`src/hdl/adn_pkg.sv`:
```
// adn_pkg: shared widths, constants and types for the adpcm nibble decoder
// no dependencies; used by the interfaces, the modules and the checker
`timescale 1ns / 1ps

package adn_pkg;

   // channel payload widths
   localparam int BYTE_W   = 8;
   localparam int SAMPLE_W = 16;
   localparam int NIB_W    = 4;

   // predictor table and configuration port
   localparam int PRED_COUNT = 8;
   localparam int PRED_W     = 3;
   localparam int COEF_W     = 16;
   localparam int PAIR_W     = 2 * COEF_W;
   localparam int CSR_IDX_W  = 8;
   localparam int SCALE_W    = 4;
   localparam int POS_W      = 3;

   // header byte fields
   localparam int HDR_PRED_LSB  = 4;
   localparam int HDR_SCALE_LSB = 0;

   // sample arithmetic
   localparam int SCALE_BASE = 11;
   localparam int OUT_SHIFT  = 5;
   localparam int PROD_W     = 2 * COEF_W;
   localparam int STEP_W     = 31;
   localparam int SUM_W      = 34;
   localparam int ACC_W      = SUM_W + OUT_SHIFT + 1;
   localparam int SHAMT_W    = 5;
   localparam int RND_BIT    = 16;

   localparam logic [15:0]          RND_HALF = 16'h8000;
   localparam logic signed [ACC_W-1:0] RND_UNIT = ACC_W'(64'sh10000);
   localparam logic signed [ACC_W-1:0] SAT_MAX  = ACC_W'(64'sh7FFF_FFFF);
   localparam logic signed [ACC_W-1:0] SAT_MIN  = ACC_W'(-64'sh8000_0000);
   localparam logic signed [SAMPLE_W-1:0] SAMPLE_MAX = 16'sh7FFF;
   localparam logic signed [SAMPLE_W-1:0] SAMPLE_MIN = -16'sh8000;

   // frame position that expects a header
   localparam logic [POS_W-1:0] POS_HEADER = '0;

   // configuration write bundle from the top level to the coefficient bank
   typedef struct packed {
      logic                  we;
      logic [CSR_IDX_W-1:0]  index;
      logic [PAIR_W-1:0]     data;
   } csr_write_type;

endpackage

```
`src/hdl/adn_req_if.sv`:
```
// adn_req_if: request channel carrying one compressed byte and a restart flag
// depends on adn_pkg
`timescale 1ns / 1ps

interface adn_req_if;
   logic                        valid;
   logic                        ready;
   logic [adn_pkg::BYTE_W-1:0]  data_byte;
   logic                        restart;

   modport source (output valid, output data_byte, output restart, input ready);
   modport sink   (input valid, input data_byte, input restart, output ready);
endinterface

```
`src/hdl/adn_rsp_if.sv`:
```
// adn_rsp_if: result channel carrying one decoded sample and its last flag
// depends on adn_pkg
`timescale 1ns / 1ps

interface adn_rsp_if;
   logic                                 valid;
   logic                                 ready;
   logic signed [adn_pkg::SAMPLE_W-1:0]  pcm_sample;
   logic                                 last;

   modport source (output valid, output pcm_sample, output last, input ready);
   modport sink   (input valid, input pcm_sample, input last, output ready);
endinterface

```
`src/hdl/dsp_adpcm_nibble_decoder.sv`:
```
// dsp_adpcm_nibble_decoder: top level of the 4-bit adpcm frame decoder
// depends on adn_pkg, adn_req_if, adn_rsp_if, adn_coef_regs, adn_sample_calc
//
//   channel | dir | handshake          | payload
//   --------+-----+--------------------+------------------------------
//   req     | in  | valid / ready      | data_byte[7:0], restart
//   rsp     | out | valid / ready      | pcm_sample[15:0] signed, last
//   csr     | in  | csr_we (no wait)   | csr_index[7:0], csr_wdata[31:0]
//
// a header byte gives no sample; a data byte is held in one input register
// and gives two samples, one sample per cycle while the output register is
// free or being drained, set by the history loop through the sample datapath.
// each sample goes from the held byte through the sample datapath into the
// output register. a stalled result holds in the output register, and
// the next request is still taken once the held byte has its last sample
// computed. reset is synchronous and clears frame position, histories,
// coefficients and all valid flags.
`timescale 1ns / 1ps

module dsp_adpcm_nibble_decoder (
   input  logic                              clock,
   input  logic                              reset,
   adn_req_if.sink                           req,
   adn_rsp_if.source                         rsp,
   input  logic                              csr_we,
   input  logic [adn_pkg::CSR_IDX_W-1:0]     csr_index,
   input  logic [adn_pkg::PAIR_W-1:0]        csr_wdata
);

   // frame and predictor state
   logic [adn_pkg::POS_W-1:0]           pos_ff, pos_in;
   logic [adn_pkg::PRED_W-1:0]          pred_ff, pred_in;
   logic [adn_pkg::SCALE_W-1:0]         scale_ff, scale_in;
   logic signed [adn_pkg::SAMPLE_W-1:0] hist_new_ff, hist_new_in;
   logic signed [adn_pkg::SAMPLE_W-1:0] hist_old_ff, hist_old_in;

   // held data byte
   logic                                pend_ff, pend_in;
   logic                                phase_ff, phase_in;
   logic [adn_pkg::BYTE_W-1:0]          byte_ff, byte_in;

   // output register
   logic                                out_valid_ff, out_valid_in;
   logic signed [adn_pkg::SAMPLE_W-1:0] out_sample_ff, out_sample_in;
   logic                                out_last_ff, out_last_in;

   adn_pkg::csr_write_type              csr_wr;
   logic [adn_pkg::PAIR_W-1:0]          pair;
   logic [adn_pkg::NIB_W-1:0]           nibble;
   logic signed [adn_pkg::SAMPLE_W-1:0] sample;
   logic                                fire;
   logic                                take;
   logic                                is_header;

   assign csr_wr = '{we: csr_we, index: csr_index, data: csr_wdata};

   adn_coef_regs u_coef (
      .clock    (clock),
      .reset    (reset),
      .csr_wr   (csr_wr),
      .rd_index (pred_ff),
      .rd_pair  (pair)
   );

   // high nibble first
   assign nibble = phase_ff ? byte_ff[adn_pkg::NIB_W-1:0]
                            : byte_ff[adn_pkg::BYTE_W-1:adn_pkg::NIB_W];

   adn_sample_calc u_calc (
      .pair     (pair),
      .hist_new (hist_new_ff),
      .hist_old (hist_old_ff),
      .nibble   (nibble),
      .scale    (scale_ff),
      .sample   (sample)
   );

   // handshake
   assign fire      = pend_ff && (!out_valid_ff || rsp.ready);
   assign req.ready = !pend_ff || (phase_ff && fire);
   assign take      = req.valid && req.ready;
   assign is_header = req.restart || (pos_ff == adn_pkg::POS_HEADER);

   // next state
   always_comb begin
      pos_in        = pos_ff;
      pred_in       = pred_ff;
      scale_in      = scale_ff;
      hist_new_in   = hist_new_ff;
      hist_old_in   = hist_old_ff;
      pend_in       = pend_ff;
      phase_in      = phase_ff;
      byte_in       = byte_ff;
      out_valid_in  = out_valid_ff && !rsp.ready;
      out_sample_in = out_sample_ff;
      out_last_in   = out_last_ff;

      // one sample out of the held byte
      if (fire) begin
         hist_old_in   = hist_new_ff;
         hist_new_in   = sample;
         out_valid_in  = 1'b1;
         out_sample_in = sample;
         out_last_in   = phase_ff;
         phase_in      = !phase_ff;
         pend_in       = !phase_ff;
      end

      // new request: header updates predictor, data byte is held
      if (take) begin
         if (req.restart) begin
            hist_new_in = '0;
            hist_old_in = '0;
         end
         if (is_header) begin
            pred_in  = req.data_byte[adn_pkg::HDR_PRED_LSB +: adn_pkg::PRED_W];
            scale_in = req.data_byte[adn_pkg::HDR_SCALE_LSB +: adn_pkg::SCALE_W];
            pos_in   = adn_pkg::POS_W'(1);
         end else begin
            byte_in  = req.data_byte;
            pend_in  = 1'b1;
            phase_in = 1'b0;
            pos_in   = pos_ff + adn_pkg::POS_W'(1);
         end
      end
   end

   // control registers
   always_ff @(posedge clock) begin
      if (reset) begin
         pos_ff       <= adn_pkg::POS_HEADER;
         pred_ff      <= '0;
         scale_ff     <= '0;
         hist_new_ff  <= '0;
         hist_old_ff  <= '0;
         pend_ff      <= 1'b0;
         phase_ff     <= 1'b0;
         out_valid_ff <= 1'b0;
      end else begin
         pos_ff       <= pos_in;
         pred_ff      <= pred_in;
         scale_ff     <= scale_in;
         hist_new_ff  <= hist_new_in;
         hist_old_ff  <= hist_old_in;
         pend_ff      <= pend_in;
         phase_ff     <= phase_in;
         out_valid_ff <= out_valid_in;
      end
   end

   // payload registers
   always_ff @(posedge clock) begin
      byte_ff       <= byte_in;
      out_sample_ff <= out_sample_in;
      out_last_ff   <= out_last_in;
   end

   assign rsp.valid      = out_valid_ff;
   assign rsp.pcm_sample = out_sample_ff;
   assign rsp.last       = out_last_ff;

endmodule

```
`src/hdl/adn_coef_regs.sv`:
```
// adn_coef_regs: bank of eight predictor coefficient pairs with one read port
// depends on adn_pkg
`timescale 1ns / 1ps

module adn_coef_regs (
   input  logic                            clock,
   input  logic                            reset,
   input  adn_pkg::csr_write_type          csr_wr,
   input  logic [adn_pkg::PRED_W-1:0]      rd_index,
   output logic [adn_pkg::PAIR_W-1:0]      rd_pair
);

   logic [adn_pkg::PAIR_W-1:0] pair_ff [adn_pkg::PRED_COUNT];
   logic                       wr_hit;

   // indexes beyond the bank are dropped
   assign wr_hit = csr_wr.we &&
                   (csr_wr.index < adn_pkg::CSR_IDX_W'(adn_pkg::PRED_COUNT));

   always_ff @(posedge clock) begin
      if (reset) begin
         for (int i = 0; i < adn_pkg::PRED_COUNT; i++) begin
            pair_ff[i] <= '0;
         end
      end else if (wr_hit) begin
         pair_ff[csr_wr.index[adn_pkg::PRED_W-1:0]] <= csr_wr.data;
      end
   end

   assign rd_pair = pair_ff[rd_index];

endmodule

```
`src/hdl/adn_sample_calc.sv`:
```
// adn_sample_calc: one adpcm sample from coefficient pair, histories and nibble
// depends on adn_pkg; pure combinational datapath
`timescale 1ns / 1ps

module adn_sample_calc (
   input  logic [adn_pkg::PAIR_W-1:0]          pair,
   input  logic signed [adn_pkg::SAMPLE_W-1:0] hist_new,
   input  logic signed [adn_pkg::SAMPLE_W-1:0] hist_old,
   input  logic [adn_pkg::NIB_W-1:0]           nibble,
   input  logic [adn_pkg::SCALE_W-1:0]         scale,
   output logic signed [adn_pkg::SAMPLE_W-1:0] sample
);

   logic signed [adn_pkg::COEF_W-1:0]  c0;
   logic signed [adn_pkg::COEF_W-1:0]  c1;
   logic signed [adn_pkg::PROD_W-1:0]  prod_new;
   logic signed [adn_pkg::PROD_W-1:0]  prod_old;
   logic [adn_pkg::SHAMT_W-1:0]        shamt;
   logic signed [adn_pkg::STEP_W-1:0]  step;
   logic signed [adn_pkg::SUM_W-1:0]   sum;
   logic signed [adn_pkg::ACC_W-1:0]   acc;
   logic signed [adn_pkg::ACC_W-1:0]   acc_rnd;
   logic                               rnd_up;

   // two predictor products
   assign c0       = signed'(pair[adn_pkg::COEF_W-1:0]);
   assign c1       = signed'(pair[adn_pkg::PAIR_W-1:adn_pkg::COEF_W]);
   assign prod_new = c0 * hist_new;
   assign prod_old = c1 * hist_old;

   // scaled residual
   assign shamt = adn_pkg::SHAMT_W'(scale) + adn_pkg::SHAMT_W'(adn_pkg::SCALE_BASE);
   assign step  = adn_pkg::STEP_W'(signed'(nibble)) <<< shamt;

   // prediction plus residual, then the fixed left shift
   assign sum = adn_pkg::SUM_W'(prod_new) + adn_pkg::SUM_W'(prod_old)
              + adn_pkg::SUM_W'(step);
   assign acc = {sum[adn_pkg::SUM_W-1], sum, adn_pkg::OUT_SHIFT'(0)};

   // round half to even at the output bit
   assign rnd_up = (acc[15:0] > adn_pkg::RND_HALF) ||
                   ((acc[15:0] == adn_pkg::RND_HALF) && acc[adn_pkg::RND_BIT]);
   assign acc_rnd = rnd_up ? (acc + adn_pkg::RND_UNIT) : acc;

   // saturate to 32 bits and keep the upper half
   always_comb begin
      if (acc_rnd > adn_pkg::SAT_MAX) begin
         sample = adn_pkg::SAMPLE_MAX;
      end else if (acc_rnd < adn_pkg::SAT_MIN) begin
         sample = adn_pkg::SAMPLE_MIN;
      end else begin
         sample = signed'(acc_rnd[31:16]);
      end
   end

endmodule

```
`src/flat_wrapper.sv`:
```
// flat-port wrapper written by rule: the top's interface ports become plain ports
module dsp_adpcm_nibble_decoder_flat 
  (clock, reset, csr_we, csr_index, csr_wdata, req_valid, req_data_byte, req_restart, req_ready, rsp_valid, rsp_pcm_sample, rsp_last, rsp_ready);
  adn_req_if req_i ();
  adn_rsp_if rsp_i ();
  input  logic clock;
  input  logic reset;
  input  logic csr_we;
  input  logic [adn_pkg::CSR_IDX_W-1:0] csr_index;
  input  logic [adn_pkg::PAIR_W-1:0] csr_wdata;
  input wire logic [$bits(req_i.valid)-1:0] req_valid;
  input wire logic [$bits(req_i.data_byte)-1:0] req_data_byte;
  input wire logic [$bits(req_i.restart)-1:0] req_restart;
  output wire logic [$bits(req_i.ready)-1:0] req_ready;
  output wire logic [$bits(rsp_i.valid)-1:0] rsp_valid;
  output wire logic [$bits(rsp_i.pcm_sample)-1:0] rsp_pcm_sample;
  output wire logic [$bits(rsp_i.last)-1:0] rsp_last;
  input wire logic [$bits(rsp_i.ready)-1:0] rsp_ready;
  assign req_i.valid = req_valid;
  assign req_i.data_byte = req_data_byte;
  assign req_i.restart = req_restart;
  assign req_ready = req_i.ready;
  assign rsp_valid = rsp_i.valid;
  assign rsp_pcm_sample = rsp_i.pcm_sample;
  assign rsp_last = rsp_i.last;
  assign rsp_i.ready = rsp_ready;
  dsp_adpcm_nibble_decoder u_core (.clock(clock), .reset(reset), .req(req_i), .rsp(rsp_i), .csr_we(csr_we), .csr_index(csr_index), .csr_wdata(csr_wdata));
endmodule
```
`config.mk`:
```
export PLATFORM = sky130hd
export DESIGN_NAME = dsp_adpcm_nibble_decoder_flat
export DESIGN_NICKNAME = d
export VERILOG_FILES = /design/src/hdl/adn_pkg.sv /design/src/hdl/adn_req_if.sv /design/src/hdl/adn_rsp_if.sv /design/src/hdl/dsp_adpcm_nibble_decoder.sv /design/src/hdl/adn_coef_regs.sv /design/src/hdl/adn_sample_calc.sv /design/src/flat_wrapper.sv
export SDC_FILE = /design/constraint.sdc
export NUM_CORES = 2
export LEC_CHECK = 0
export BUFFER_PORTS_ARGS = -buffer_cell sky130_fd_sc_hd__buf_2
export CAP_MARGIN = 5
export CORE_MARGIN = 10
export CORE_UTILIZATION = 50
export DETAILED_ROUTE_END_ITERATION = 16
export HOLD_SLACK_MARGIN = 0.15
export PLACE_DENSITY_LB_ADDON = 0.25
export SYNTH_ARGS = -nofsm -noshare
export SYNTH_HDL_FRONTEND = slang
export SYNTH_HIERARCHICAL = 1
export SYNTH_SLANG_ARGS = --single-unit
```
`constraint.sdc`:
```
create_clock -name clock -period 12.9 [get_ports clock]
set_clock_uncertainty 0.2 [all_clocks]
set_input_delay 3.225 -clock clock [delete_from_list [all_inputs] [get_ports clock]]
set_output_delay 3.225 -clock clock [all_outputs]
set_load 0.01 [all_outputs]
```
==> impl_metrics.py <==
metrics = {
    "setup_path": {
        "crit_buf_inv": 5,
        "start_kind": "register",
        "rrSetupSlack_ps": 1660,
        "regToRegEndpoint": "u_core/hist_new_ff[1]$_SDFF_PP0_",
        "crit_top_cell": "fa_1",
        "cpPeakStageDelay_ps": 630,
        "critPathMaxFanout": 11,
        "crit_type": "reg -> reg",
        "required_ps": 13110,
        "rr_startpoint": "u_core/scale_ff[0]$_SDFFE_PP0P_",
        "end_kind": "register",
        "crit_slowest_cell": "or4_1",
        "arrival_ps": 11450,
        "cp-endpoint": "u_core/hist_new_ff[1]$_SDFF_PP0_",
        "crit_start": "u_core/scale_ff[0]$_SDFFE_PP0P_",
        "critPathTopFamily": "adder cells",
        "reg2regPathDepth": 34,
        "crit_cells": 34,
    },
    "clock_network": {
        "holdBufCountCts": 0,
        "cts_made_buffers": 36,
        "clock_insertion_delay_worst_skew_ps": 570,
        "cts.sinks": 326,
        "ctsHtreeMaxLevel": 2,
        "cts_setup_buffers": 0,
        "cts.repair.resized": 0,
        "cts-root-buf": "clkbuf_16",
        "cts_tree": "built",
        "clk_path_buf_depth": 3,
        "clk_pin_slew_ps": 60,
    },
    "layout": {
        "nFillCells": 6571,
        "syn_to_final_growth_pct": 5.499,
        "multiInputGateArea_mm2": 0.02486,
        "fin_util": 0.5324,
        "nets": 4231,
        "drive_above_1_share": 0.1091,
        "seq_area_mm2": 0.009345,
    },
    "grt": {
        "grt_max_degree": 208,
        "grt_pass1_wl_um": 153700,
        "grt_pass1_vias": 26720,
        "track_usage": 0.2292,
        "antenna_found_initial": 5,
        "overflow": 0,
    },
    "yosys": {
        "synth_async_sr_flop_share": 0,
        "synth_area_mm2": 0.03763,
        "yosys-top-cells-count": "644 x fa_1, 623 x inv_1, 387 x nand2_1, 281 x edfxtp_1, 258 x nor4_1",
        "synthTopCellsByArea": "fa_1 34%, edfxtp_1 22%, inv_1 6.2%",
        "yosysSeqAreaShare": 0.2482,
        "synth_area_leader_cell": "fa_1",
        "netlist_instances": 3444,
        "synth_top_area_share": 0.3426,
        "synth_cell_type_count": 85,
        "ys_ff_latch": 326,
        "yosysMostFrequentCell": "fa_1",
        "synth-main-ff-cell": "edfxtp_1",
        "synth_edf_count": 281,
        "syn_area_per_cell_um2": 10.93,
        "synth_warnings": 6,
    },
    "flow_run": {
        "drv_cap": 0,
    },
    "timing": {
        "post-route-period-util": 0.8714,
        "timing.final.crit_period_ps": 11240,
        "worstMarginPinSlew_ps": 1170,
        "setup-violations-final": 0,
        "fmax_mhz": 88.96,
        "finalSetupTns_ps": 0,
        "finalMaxSlewViolations": 0,
        "rsz0062_at_grt": "no",
        "max_slew_margin": 0.2190,
        "hold_viol_final": 0,
    },
    "drt": {
        "viasPerCell": 5.722,
        "wl_per_cell_um": 22.20,
        "drt-initial-drc-count": 1751,
        "ant_nets": 0,
        "drc_errors": 0,
        "wl_um": 97450,
        "first_pass_iters": 5,
        "vias": 25120,
    },
    "min_path": {
        "worstHoldStart": "u_core/pos_ff[1]$_SDFFE_PP0P_",
        "hold_class": "reg -> reg",
    },
    "floorplan": {
        "rows": 100,
        "io-pin-count": 73,
        "die_y_um": 294.3,
        "initial_utilization": 0.5046,
        "die_w_um": 294.3,
        "die_area_mm2": 0.08664,
        "core_area_mm2": 0.07457,
    },
    "run_status": {
        "outcome": "finished, final reports clean",
    },
    "placement": {
        "gp_congestion": 0.8460,
        "numPortBuffers": 72,
        "hpwl_um": 71260,
    },
}
cell families (layout without fill, tap and decap cells):
group,after synthesis,after routing,share of synthesized area
XOR/XNOR,56,56,0.01303
adder cells (fa/ha/maj),786,786,0.3898
AND/OR/NAND/NOR,1104,1104,0.1566
other,2,5,0.0001996
AO/OA/AOI/OAI,217,217,0.04439
buffers and inverters,835,808,0.09380
multiplexers,118,118,0.05403
flip-flops,326,326,0.2482
worst min-delay path: cells and delay by family (launching register included):
kind / cells / cell delay [ps]
AND/OR/NAND/NOR: 1 / 70
AO/OA/AOI/OAI: 1 / 50
flip-flops: 1 / 320
worst min path at each step:
stage                                                to  slack [ps]  depth (start not counted)
final                     u_core/pos_ff[1]$_SDFFE_PP0P_         290                          2
after detailed placement  u_core/pos_ff[1]$_SDFFE_PP0P_         290                          2
after global routing      u_core/pos_ff[1]$_SDFFE_PP0P_         320                          2
after floorplan               u_core/rsp.last$_DFFE_PP_         230                          0
after CTS                 u_core/pos_ff[1]$_SDFFE_PP0P_         300                          2
after global placement    u_core/pos_ff[0]$_SDFFE_PP0P_         260                          1
flip-flops by register name (all words and copies together), names as in the netlist:
register,cells
u_core/u_coef/pair_ff,256
u_core/hist_new_ff,16
u_core/hist_old_ff,16
u_core/rsp.pcm_sample,16
u_core/byte_ff,8
u_core/scale_ff,4
u_core/pos_ff,3
u_core/pred_ff,3
u_core/pend_ff,1
u_core/phase_ff,1
u_core/rsp.last,1
u_core/rsp.valid,1
per-layer routing:
metal / routed length, um / GRT usage / up-vias
met3: 6032 / 0.04108 / 184
met4: 3849 / 0.08625 / 6
met1: 39040 / 0.2907 / 13000
met2: 48480 / 0.3879 / 834
met5: 44 / 0 / -
li1: - / - / 11100
per-stage QoR:
stage          instances  hold WS, ps  setup WS [ps]  instance area, um2
6_report            4389        289.0           1659               39700
3_3_place_gp        4322        263.9           1956               38500
4_1_cts             4388        296.3           1777               39700
3_5_place_dp        4322        285.9           1805               38500
5_1_grt             4388        323.3          984.0               39700
2_1_floorplan       3446        230.9           2111               37640
placed cells by master (no fill, tap or decap), drive strengths merged, types with 7 or more instances in the layout:
cell type / instances
fa: 644
inv: 626
nand2: 389
edfxtp: 281
nor4: 264
and2: 258
ha: 142
buf: 118
a21oi: 75
mux4: 64
nand2b: 63
nor2: 54
dfxtp: 45
clkbuf: 43
xnor2: 41
mux2: 38
o21ai: 38
o211ai: 19
mux2i: 16
xor2: 15
nand3: 15
clkinv: 15
a21o: 14
nor2b: 9
o41ai: 9
nor3: 8
and3: 8
a31oi: 8
a211oi: 8
o21a: 7
layout make-up:
class,count,share of cell area
clock buffers,43,0.02386
diodes,1,0.00006303
flip-flops and latches,326,0.2354
repair buffers,118,0.01872
clock inverters,23,0.006303
well taps,969,0.03054
multi-input cells,2285,0.6261
inverters,624,0.05900
Power is not shown: default switching activity piles up to over one toggle a cycle in this logic, so the estimate is an artifact.
